==> src/hw/rtl/lgrs_pkg.sv <==
// lgrs_pkg: types, constants and cell-rule functions for the life row stencil
// used by the channel interfaces, front, queue, back and top level

package lgrs_pkg;

   localparam int ROW_WIDTH     = 64;
   localparam int SIDE_WIDTH    = 7;
   localparam int NUM_WIDTH     = 6;
   localparam int MAX_SIDE      = 64;
   localparam int MIN_SIDE      = 2;
   localparam int BIRTH_COUNT   = 3;
   localparam int SURVIVE_COUNT = 2;
   localparam int QUEUE_DEPTH   = 2;

   typedef logic [ROW_WIDTH-1:0]  row_type;
   typedef logic [SIDE_WIDTH-1:0] side_type;
   typedef logic [NUM_WIDTH-1:0]  num_type;

   typedef struct packed {
      row_type up;
      row_type mid;
      row_type down;
      num_type row_num;
      logic    final_row;
   } entry_type;

   typedef struct packed {
      logic      valid;
      entry_type entry;
   } slot_type;

   function automatic side_type clamp_side(input side_type raw);
      side_type s;
      s = raw;
      if (s < side_type'(MIN_SIDE)) s = side_type'(MIN_SIDE);
      if (s > side_type'(MAX_SIDE)) s = side_type'(MAX_SIDE);
      return s;
   endfunction

   function automatic row_type side_mask(input side_type side);
      row_type m;
      if (side >= side_type'(ROW_WIDTH)) begin
         m = '1;
      end else begin
         m = (row_type'(1) << side) - row_type'(1);
      end
      return m;
   endfunction

   // b3/s23 over one row, cells off the grid are dead
   function automatic row_type next_gen(input row_type up, input row_type mid,
                                        input row_type down, input side_type side);
      row_type    m;
      row_type    u;
      row_type    c;
      row_type    d;
      row_type    ul;
      row_type    ur;
      row_type    cl;
      row_type    cr;
      row_type    dl;
      row_type    dr;
      row_type    res;
      logic [3:0] n;
      m  = side_mask(side);
      u  = up & m;
      c  = mid & m;
      d  = down & m;
      ul = u << 1;
      ur = u >> 1;
      cl = c << 1;
      cr = c >> 1;
      dl = d << 1;
      dr = d >> 1;
      res = '0;
      for (int j = 0; j < ROW_WIDTH; j++) begin
         n = {3'b000, ul[j]} + {3'b000, u[j]} + {3'b000, ur[j]}
           + {3'b000, cl[j]} + {3'b000, cr[j]}
           + {3'b000, dl[j]} + {3'b000, d[j]} + {3'b000, dr[j]};
         res[j] = (n == 4'(BIRTH_COUNT)) || ((n == 4'(SURVIVE_COUNT)) && c[j]);
      end
      return res & m;
   endfunction

endpackage

==> src/hw/rtl/lgrs_ifs.sv <==
// lgrs_req_if and lgrs_rsp_if: valid/ready channels for row words in and out
// depends on lgrs_pkg

interface lgrs_req_if;
   logic               valid;
   logic               ready;
   lgrs_pkg::row_type  row_bits;
   modport source (output valid, output row_bits, input ready);
   modport sink   (input valid, input row_bits, output ready);
endinterface

interface lgrs_rsp_if;
   logic               valid;
   logic               ready;
   lgrs_pkg::row_type  next_row_bits;
   lgrs_pkg::num_type  row_number;
   logic               last_row;
   modport source (output valid, output next_row_bits, output row_number,
                   output last_row, input ready);
   modport sink   (input valid, input next_row_bits, input row_number,
                   input last_row, output ready);
endinterface

==> src/hw/rtl/lgrs_front.sv <==
// lgrs_front: takes row words, keeps the two previous rows and the row count,
// pushes one stencil job per row after the first; depends on lgrs_pkg, lgrs_ifs

module lgrs_front (
   input  logic               clock,
   input  logic               reset,
   lgrs_req_if.sink           req,
   input  lgrs_pkg::side_type side,
   input  logic               queue_full,
   output lgrs_pkg::slot_type push
);

   lgrs_pkg::row_type  above_ff, above_in;
   lgrs_pkg::row_type  middle_ff, middle_in;
   lgrs_pkg::side_type rows_ff, rows_in;
   lgrs_pkg::row_type  row_in;
   logic [lgrs_pkg::SIDE_WIDTH:0] rows_next;
   logic               accept;
   logic               grid_end;

   assign req.ready = !queue_full;
   assign accept    = req.valid && req.ready;
   assign row_in    = req.row_bits & lgrs_pkg::side_mask(side);
   assign rows_next = {1'b0, rows_ff} + 8'd1;
   assign grid_end  = rows_next >= {1'b0, side};

   always_comb begin
      above_in                = above_ff;
      middle_in               = middle_ff;
      rows_in                 = rows_ff;
      push.valid              = 1'b0;
      push.entry.up           = above_ff;
      push.entry.mid          = middle_ff;
      push.entry.down         = row_in;
      push.entry.row_num      = lgrs_pkg::num_type'(rows_ff - 7'd1);
      push.entry.final_row    = grid_end;
      if (accept) begin
         if (rows_ff == '0) begin
            above_in  = '0;
            middle_in = row_in;
            rows_in   = 7'd1;
         end else begin
            push.valid = 1'b1;
            if (grid_end) begin
               above_in  = '0;
               middle_in = '0;
               rows_in   = '0;
            end else begin
               above_in  = middle_ff;
               middle_in = row_in;
               rows_in   = rows_next[lgrs_pkg::SIDE_WIDTH-1:0];
            end
         end
      end
   end

   always_ff @(posedge clock) begin
      if (reset) begin
         rows_ff <= '0;
      end else begin
         rows_ff <= rows_in;
      end
      above_ff  <= above_in;
      middle_ff <= middle_in;
   end

endmodule

==> src/hw/rtl/lgrs_queue.sv <==
// lgrs_queue: short job queue between front and back
// depends on lgrs_pkg

module lgrs_queue (
   input  logic               clock,
   input  logic               reset,
   input  lgrs_pkg::slot_type push,
   input  logic               pop,
   output lgrs_pkg::slot_type head,
   output logic               full
);

   localparam int PTR_WIDTH   = $clog2(lgrs_pkg::QUEUE_DEPTH);
   localparam int COUNT_WIDTH = $clog2(lgrs_pkg::QUEUE_DEPTH + 1);

   lgrs_pkg::entry_type    slots_ff [lgrs_pkg::QUEUE_DEPTH];
   logic [PTR_WIDTH-1:0]   wr_ptr_ff, wr_ptr_in;
   logic [PTR_WIDTH-1:0]   rd_ptr_ff, rd_ptr_in;
   logic [COUNT_WIDTH-1:0] count_ff, count_in;
   logic                   do_push;
   logic                   do_pop;

   assign full       = count_ff == COUNT_WIDTH'(lgrs_pkg::QUEUE_DEPTH);
   assign head.valid = count_ff != '0;
   assign head.entry = slots_ff[rd_ptr_ff];
   assign do_push    = push.valid && !full;
   assign do_pop     = pop && head.valid;

   always_comb begin
      wr_ptr_in = do_push ? wr_ptr_ff + PTR_WIDTH'(1) : wr_ptr_ff;
      rd_ptr_in = do_pop ? rd_ptr_ff + PTR_WIDTH'(1) : rd_ptr_ff;
      count_in  = count_ff;
      if (do_push && !do_pop) count_in = count_ff + COUNT_WIDTH'(1);
      if (do_pop && !do_push) count_in = count_ff - COUNT_WIDTH'(1);
   end

   always_ff @(posedge clock) begin
      if (reset) begin
         wr_ptr_ff <= '0;
         rd_ptr_ff <= '0;
         count_ff  <= '0;
      end else begin
         wr_ptr_ff <= wr_ptr_in;
         rd_ptr_ff <= rd_ptr_in;
         count_ff  <= count_in;
      end
      if (do_push) slots_ff[wr_ptr_ff] <= push.entry;
   end

endmodule

==> src/hw/rtl/lgrs_back.sv <==
// lgrs_back: evaluates the cell rule on queued jobs into the result register,
// two result words for a grid's last row; depends on lgrs_pkg, lgrs_ifs

module lgrs_back (
   input  logic               clock,
   input  logic               reset,
   input  lgrs_pkg::side_type side,
   input  lgrs_pkg::slot_type head,
   output logic               pop,
   lgrs_rsp_if.source         rsp
);

   logic              valid_ff, valid_in;
   logic              phase_ff, phase_in;
   lgrs_pkg::row_type bits_ff, bits_in;
   lgrs_pkg::num_type num_ff, num_in;
   logic              last_ff, last_in;
   logic              load;

   assign load = head.valid && (!valid_ff || rsp.ready);

   always_comb begin
      pop      = 1'b0;
      phase_in = phase_ff;
      bits_in  = bits_ff;
      num_in   = num_ff;
      last_in  = last_ff;
      valid_in = valid_ff && !rsp.ready;
      if (load) begin
         valid_in = 1'b1;
         if (!phase_ff) begin
            bits_in = lgrs_pkg::next_gen(head.entry.up, head.entry.mid,
                                         head.entry.down, side);
            num_in  = head.entry.row_num;
            last_in = 1'b0;
            if (head.entry.final_row) begin
               phase_in = 1'b1;
            end else begin
               pop = 1'b1;
            end
         end else begin
            // successor of the grid's last row, nothing below it
            bits_in  = lgrs_pkg::next_gen(head.entry.mid, head.entry.down, '0, side);
            num_in   = lgrs_pkg::num_type'(side - 7'd1);
            last_in  = 1'b1;
            phase_in = 1'b0;
            pop      = 1'b1;
         end
      end
   end

   always_ff @(posedge clock) begin
      if (reset) begin
         valid_ff <= 1'b0;
         phase_ff <= 1'b0;
      end else begin
         valid_ff <= valid_in;
         phase_ff <= phase_in;
      end
      bits_ff <= bits_in;
      num_ff  <= num_in;
      last_ff <= last_in;
   end

   assign rsp.valid         = valid_ff;
   assign rsp.next_row_bits = bits_ff;
   assign rsp.row_number    = num_ff;
   assign rsp.last_row      = last_ff;

endmodule

==> src/hw/rtl/life_generation_row_stencil.sv <==
// life_generation_row_stencil: top level of the b3/s23 row stencil
// depends on lgrs_pkg, lgrs_ifs, lgrs_front, lgrs_queue, lgrs_back

// One generation of the game of life on a square grid of side csr_write_data
// (clamped to 2..64, reset 64), cells off the grid dead. Rows stream in on
// req_word one word per cycle while the job queue is not full, top row first;
// all 64 cells of a row are evaluated in parallel. The first row of a grid
// gives no result, each later row gives the successor of the row above it,
// and the grid's last row gives a second word, its own successor, with
// last_row set. A taken row's job passes through the job queue and then the
// result register, which loads when the output is free. The back end sustains
// one result word per cycle while the output is ready, and a grid of N rows
// gives N words, so grids follow one another at one row per cycle with no gap.
// A two-entry job queue lets the front keep taking rows while the result side
// is stalled or emitting the extra last word.

module life_generation_row_stencil (
   input  logic                clock,
   input  logic                reset,
   lgrs_req_if.sink            req_word,
   lgrs_rsp_if.source          rsp_word,
   input  logic                csr_write_enable,
   input  lgrs_pkg::side_type  csr_write_data
);

   lgrs_pkg::side_type grid_side_ff, grid_side_in;
   lgrs_pkg::side_type side;
   lgrs_pkg::slot_type push;
   lgrs_pkg::slot_type head;
   logic               queue_full;
   logic               pop;

   assign grid_side_in = csr_write_enable ? csr_write_data : grid_side_ff;
   assign side         = lgrs_pkg::clamp_side(grid_side_ff);

   always_ff @(posedge clock) begin
      if (reset) begin
         grid_side_ff <= lgrs_pkg::side_type'(lgrs_pkg::MAX_SIDE);
      end else begin
         grid_side_ff <= grid_side_in;
      end
   end

   lgrs_front u_front (
      .clock      (clock),
      .reset      (reset),
      .req        (req_word),
      .side       (side),
      .queue_full (queue_full),
      .push       (push)
   );

   lgrs_queue u_queue (
      .clock (clock),
      .reset (reset),
      .push  (push),
      .pop   (pop),
      .head  (head),
      .full  (queue_full)
   );

   lgrs_back u_back (
      .clock (clock),
      .reset (reset),
      .side  (side),
      .head  (head),
      .pop   (pop),
      .rsp   (rsp_word)
   );

   // no job is offered to a full queue
   assert property (@(posedge clock) disable iff (reset)
      push.valid |-> !queue_full)
      else $error("job pushed into full queue");

   // the last word of a grid carries the bottom row index
   assert property (@(posedge clock) disable iff (reset)
      rsp_word.valid && rsp_word.last_row |->
         rsp_word.row_number == lgrs_pkg::num_type'(side - 7'd1))
      else $error("last word has wrong row number");

   // cells beyond the side are dead
   assert property (@(posedge clock) disable iff (reset)
      rsp_word.valid |->
         (rsp_word.next_row_bits & ~lgrs_pkg::side_mask(side)) == '0)
      else $error("live cell beyond grid side");

   // a popped job always had a result slot to go to
   assert property (@(posedge clock) disable iff (reset)
      pop |-> head.valid ##1 rsp_word.valid)
      else $error("job popped without a result word");

endmodule

==> src/flat_wrapper.sv <==
// flat-port wrapper written by rule: the top's interface ports become plain ports
module life_generation_row_stencil_flat 
  (clock, reset, csr_write_enable, csr_write_data, req_word_valid, req_word_row_bits, req_word_ready, rsp_word_valid, rsp_word_next_row_bits, rsp_word_row_number, rsp_word_last_row, rsp_word_ready);
  lgrs_req_if req_word_i ();
  lgrs_rsp_if rsp_word_i ();
  input  logic clock;
  input  logic reset;
  input  logic csr_write_enable;
  input  lgrs_pkg::side_type csr_write_data;
  input wire logic [$bits(req_word_i.valid)-1:0] req_word_valid;
  input wire logic [$bits(req_word_i.row_bits)-1:0] req_word_row_bits;
  output wire logic [$bits(req_word_i.ready)-1:0] req_word_ready;
  output wire logic [$bits(rsp_word_i.valid)-1:0] rsp_word_valid;
  output wire logic [$bits(rsp_word_i.next_row_bits)-1:0] rsp_word_next_row_bits;
  output wire logic [$bits(rsp_word_i.row_number)-1:0] rsp_word_row_number;
  output wire logic [$bits(rsp_word_i.last_row)-1:0] rsp_word_last_row;
  input wire logic [$bits(rsp_word_i.ready)-1:0] rsp_word_ready;
  assign req_word_i.valid = req_word_valid;
  assign req_word_i.row_bits = req_word_row_bits;
  assign req_word_ready = req_word_i.ready;
  assign rsp_word_valid = rsp_word_i.valid;
  assign rsp_word_next_row_bits = rsp_word_i.next_row_bits;
  assign rsp_word_row_number = rsp_word_i.row_number;
  assign rsp_word_last_row = rsp_word_i.last_row;
  assign rsp_word_i.ready = rsp_word_ready;
  life_generation_row_stencil u_core (.clock(clock), .reset(reset), .req_word(req_word_i), .rsp_word(rsp_word_i), .csr_write_enable(csr_write_enable), .csr_write_data(csr_write_data));
endmodule
==> config.mk <==
export PLATFORM = sky130hd
export DESIGN_NAME = life_generation_row_stencil_flat
export DESIGN_NICKNAME = d
export VERILOG_FILES = /design/src/hw/rtl/lgrs_pkg.sv /design/src/hw/rtl/lgrs_ifs.sv /design/src/hw/rtl/lgrs_front.sv /design/src/hw/rtl/lgrs_queue.sv /design/src/hw/rtl/lgrs_back.sv /design/src/hw/rtl/life_generation_row_stencil.sv /design/src/flat_wrapper.sv
export SDC_FILE = /design/constraint.sdc
export NUM_CORES = 2
export LEC_CHECK = 0
export ABC_AREA = 1
export BUFFER_PORTS_ARGS = -buffer_cell sky130_fd_sc_hd__buf_2
export CAP_MARGIN = 20
export CORE_MARGIN = 8
export CORE_UTILIZATION = 34
export DETAILED_ROUTE_END_ITERATION = 12
export GPL_TIMING_DRIVEN = 0
export PLACE_DENSITY = 0.57
export SETUP_SLACK_MARGIN = 0.5
export SKIP_LAST_GASP = 1
export SLEW_MARGIN = 20
export SYNTH_ARGS = -nofsm -noshare
export SYNTH_HDL_FRONTEND = slang
export SYNTH_HIERARCHICAL = 1
export SYNTH_SLANG_ARGS = --single-unit
==> constraint.sdc <==
create_clock -name clock -period 32.5 [get_ports clock]
set_input_delay 6.5 -clock clock [delete_from_list [all_inputs] [get_ports clock]]
set_output_delay 6.5 -clock clock [all_outputs]
set_load 0.03 [all_outputs]
# Word level (Yosys, flattened, before mapping)
# Memories as Yosys holds them, arrays and structs flattened. A register that Yosys moved wholly into a read port is not among the register bits.
# Index checks and enable logic that the tools add are counted.
[word_totals] register_bits=219 elab_cells=1284 ram_bits=398 memories=1
[classes] shift=1 bitwise_logic=8 reduce_logical=273 n_eq_ne=257 mux=28 magnitude_cmp=4 n_addsub=700
[mem_list] memory="u_core.u_queue.slots_ff" depth=2 width=199 rd=1 rd_clocked_by_memory_dff=1 write_ports=1 line="lgrs_queue.sv:16" rtl="lgrs_pkg::entry_type slots_ff [lgrs_pkg::QUEUE_DEPTH];"
[op_table] operator="$add A4 B1 Y4" n=315
[op_table] operator="$eq A4 B2 Y1 const B" n=254
[op_table] operator="$and A64 B64 Y64" n=8
[op_table] operator="$mux W64" n=8
[op_table] operator="$add A3 B1 Y4" n=125
[op_table] operator="$add A2 B1 Y3" n=126
[op_table] operator="$add A1 B1 Y2" n=126
[op_table] operator="$logic_and A1 B1 Y1" n=135
[op_table] operator="$logic_or A1 B1 Y1" n=129
[op_table] operator="$shl A1 B7 Y64 const A" n=1
[op_table] operator="$sub A64 B1 Y64 const B" n=1
[op_table] operator="$mux W7" n=4
[op_table] operator="$mux W1" n=13
[op_table] operator="$sub A6 B1 Y6 const B" n=2
[op_table] operator="$add A7 B1 Y8 const B" n=1
[op_table] operator="$ge A8 B7 Y1" n=1
[op_table] operator="$ge A7 B7 Y1 const B" n=1
[op_table] operator="$gt A7 B7 Y1 const B" n=1
[op_table] operator="$logic_not A7 Y1" n=1
[op_table] operator="$lt A7 B2 Y1 const B" n=1
[op_table] operator="$eq A3 B2 Y1 const B" n=2
[op_table] operator="$mux W6" n=1
[op_table] operator="$logic_not A1 Y1" n=5
[op_table] operator="$mux W2" n=2
[op_table] operator="6 further kinds" n=8

# Logic depth before layout (Yosys ltp)
[depth] depth_word=22 depth_mapped=35 depth_no_buf=34

# Hierarchy
# The synthesis kept the hierarchy.
[by_module_without_submodules] mod="lgrs_back" instances=1 seq_area_each_um2=2172.1 cells_per_inst=3032 area_per_inst_um2=23622.7
[by_module_without_submodules] mod="lgrs_queue" instances=1 seq_area_each_um2=12051.6 cells_per_inst=659 area_per_inst_um2=15011.9
[by_module_without_submodules] mod="lgrs_front" instances=1 seq_area_each_um2=3983.8 cells_per_inst=1111 area_per_inst_um2=8325.5
[by_module_without_submodules] mod="life_generation_row_stencil" instances=1 seq_area_each_um2=140.1 cells_per_inst=50 area_per_inst_um2=314.1

# Least setup slack after synthesis
# OpenSTA, ideal clock, no wires.
[synth_timing] kind="input port to flip-flop" from="in req_word_valid" to="mem u_core/u_queue/slots_ff[0][0] in the netlist's numbering, enable pin" setup_ps=761 stages=8 setup_slack_ps=13655 t_arrival_ps=18084 required_ps=31739 n_path_buf=0 cell_sequence="nand2_1 > inv_1 > nand2_1 > clkinv_1 > inv_1 > nor2_1 > inv_1 > nor2_1"
[synth_rtl] element="start, declared" line="flat_wrapper.sv:10" rtl="input wire logic [$bits(req_word_i.valid)-1:0] req_word_valid;"
[synth_rtl] element="end, declared" line="lgrs_queue.sv:16"

==> flow_summary.toml <==
[timing]
setup_violations = 0
post-route-period-util_pct = 28.74
relSlewSlack_pct = 24.64
drv_slew = 0
setup_tns_ns = 0
fmax_mhz = 107.0
rsz0062_at_grt = "false"
skew_ns = 0.03756
hold_viol = 0
setup_ws_ns = 23.16
worst_pin_slew_ns = 1.130
min_period_ns = 9.342

[routing]
drtPass1Iterations = 6
vias = 34140
drt_wl_total_mm = 145.9
wire_per_inst_um = 20.97
vias_per_cell = 4.907
drtIter0Drc = 2695
drc_errors = 0
antenna_left = 0

[finish]
regArea_sq_um = 18350
drive_gt1_share_pct = 14.33
n_fill_cell = 13880
nets = 5817
multi_input_area_sq_um = 24670
antennaDiodeCount = 0
area_delta_synth_final_pct = 12.15
final_common_cell = "inv_1"
final_cell_mix = "926 x inv_1, 854 x nand2_1, 599 x nor2_1"

[clock_network]
cts_max_path_buffers = 3
cts_root_buffer = "clkbuf_16"
cts_setup_buffers = 0
holdBufCountCts = 0
cts_buffers = 75
clock_latency_ns = 0.69
cts_tree = "yes"
clkTransAtPathRegs_ns = 0.06
cts_resized = 0
cts_max_level = 3
clock-sinks = 618

[logic_synthesis]
synth_cells = 4852
synth_edf_count = 597
syn_nets = 5577
synthFlopType = "edfxtp_1"
async_flop_share_pct = 0
ys_warn_count = 6
yosysUniqueCellTypes = 63
ys_seq_elements = 618
syn-cell-area_sq_um = 47270
ys_seq_area_share_pct = 38.81
synth.avg_cell_area_sq_um = 9.743

[status]
status = "finished, final reports clean"

[critical_path]
worst_ep_required_time_ns = 32.87
arrival_ns = 9.71
endpoint_kind = "register"
start_kind = "primary input"
path_max_fanout = 61
critPathKind = "in2reg"

[power]
leakage_nw = 25.25
peakVddDrop_mv = 0.03329
power_density_nw_per_um2 = 56.76
p_total_mw = 3.009

[placement]
hpwl_mm = 117.1
post-place-ws_ns = 22.42
port_buffers = 148
place_congestion = 1.021

[floorplan]
num_rows = 137
die_area_sq_um = 151200
start_util_pct = 34.05
coreArea_sq_um = 138800
fp.dieW_um = 388.9
die_y_um = 388.9
ios = 149

[global_routing]
grt-ovfl-total = 0
antenna_found_initial = 3
grt_max_degree = 88
grt_pass1_wl_mm = 218.6
grt_pass1_vias = 34270
gr-usage-all-layers_pct = 19.12

[hold_path]
hold_path.class = "reg2reg"

[flow_run]
maxCapViolations = 0
==> logic make-up (layout without fill, tap and decap cells) <==
kind of cell	after synthesis	in the layout	synth area share, %
and+or+nand+nor	1993	1993	18.77
DFF	618	618	38.81
xor gates and xnor gates	28	28	0.6140
AOI/OAI and AO/OA	304	304	4.076
adders and majority gates	649	649	23.18
muxes	199	199	5.534
buffers and inverters	1061	1359	9.020
==> power breakdown <==
part	switching, mW	leakage (nW)	internal (mW)
combinational	0.739	18.3	0.480
clock	0.354	1.13	0.459
sequential	0.0178	5.77	0.960
total	1.11	25.3	1.90
==> cells in the mapped netlist, types with 3 or more instances <==
cell / number / area, sq um
nand2_2: 28 / 175.2
a21oi_1: 116 / 580.6
a21boi_0: 8 / 60.06
mux2_2: 99 / 1115
clkinv_1: 4 / 15.01
a211oi_1: 9 / 67.56
or3b_2: 13 / 113.9
nor3b_1: 24 / 180.2
nand4_1: 88 / 550.5
xor2_2: 6 / 97.59
a211o_1: 31 / 271.5
nor3_1: 37 / 185.2
ha_1: 271 / 3391
buf_2: 42 / 210.2
nand4_2: 3 / 37.54
a31oi_1: 13 / 81.33
or2_2: 3 / 18.77
buf_4: 8 / 60.06
edfxtp_1: 597 / 17930
o21ai_0: 38 / 190.2
o211ai_1: 44 / 330.3
o21bai_1: 3 / 22.52
buf_6: 25 / 281.5
clkbuf_1: 23 / 86.33
o21a_1: 7 / 52.55
o21ai_1: 19 / 95.09
nor3_2: 4 / 40.04
nand3_1: 235 / 1176
nor2_1: 600 / 2252
dfxtp_1: 21 / 420.4
mux2_4: 100 / 1501
inv_2: 24 / 90.09
nor2_2: 23 / 143.9
nand3_2: 32 / 320.3
nand3b_1: 14 / 105.1
nor2_4: 16 / 180.2
o21bai_2: 5 / 56.30
fa_1: 378 / 7567
and2_1: 7 / 43.79
xnor2_1: 7 / 61.31
xor2_1: 15 / 131.4
inv_1: 929 / 3487
nand2_1: 854 / 3206
==> sequential cells by signal (all words and copies together) (netlist names), 2 cells and up, named ones only <==
signal / cells
u_core/u_queue/slots_ff: 398
u_core/u_back/rsp.next_row_bits: 64
u_core/u_front/above_ff: 64
u_core/u_front/middle_ff: 64
u_core/grid_side_ff: 7
u_core/u_front/rows_ff: 7
u_core/u_back/rsp.row_number: 6
u_core/u_queue/count_ff: 2
==> layer usage <==
layer / up-vias / part of all wire [%] / global-route usage [%]
met1: 16870 / 46 / 26.45
met3: 183 / 5.2 / 2.760
met5: - / 0.014 / 0
li1: 16190 / - / -
met2: 894 / 46 / 31.22
met4: 2 / 2.8 / 5.541
==> critical path: stages <==
cell and delay [ns]:
buf_2 0.07, nand2_1 0.33, inv_8 0.49, nand2_1 0.11, clkinv_1 0.17, inv_1 0.13
nor2_1 0.19, inv_1 0.11, nor2_4 0.47, buf_16 0.25, buf_12 0.20, buf_12 0.20
buf_12 0.21, buf_12 0.20
==> path summary, 6_finish.rpt <==
path | startpoint | endpoint | slack, ns | depth (start not counted)
worst max-delay path | req_word_valid | u_core/u_queue/slots_ff[0][175] | 23.16 | 14
worst max register to register | u_core/grid_side_ff[5] | u_core/u_back/rsp.next_row_bits[25] | 24.45 | 29
worst min register to register | u_core/u_front/above_ff[55] | u_core/u_queue/slots_ff[0][190] | 0.43 | 0
worst min-delay path | u_core/u_front/above_ff[55] | u_core/u_queue/slots_ff[0][190] | 0.43 | 0
==> through the flow <==
step | hold slack (ns) | cells | utilization [%] | area, sq um
2_1_floorplan | 0.4064 | 4852 | - | 47270
3_3_place_gp | 0.4218 | 6807 | 36.21 | 50280
3_5_place_dp | 0.4296 | 6822 | 36.49 | 50670
4_1_cts | 0.4297 | 6957 | 38.19 | 53020
5_1_grt | 0.4403 | 6957 | 38.19 | 53020
6_report | 0.4339 | 6957 | 38.19 | 53020
==> area by class of cell <==
class                   count  area share [%]
clock inverters            47          0.7552
multi-input cells        3173           46.54
well taps                1807           4.264
inverters                 958           6.830
clock buffers              88           3.672
flip-flops and latches    618           34.61
plain buffers             103           1.272
repair buffers            163           2.063
(Power assumes the default switching activity.)
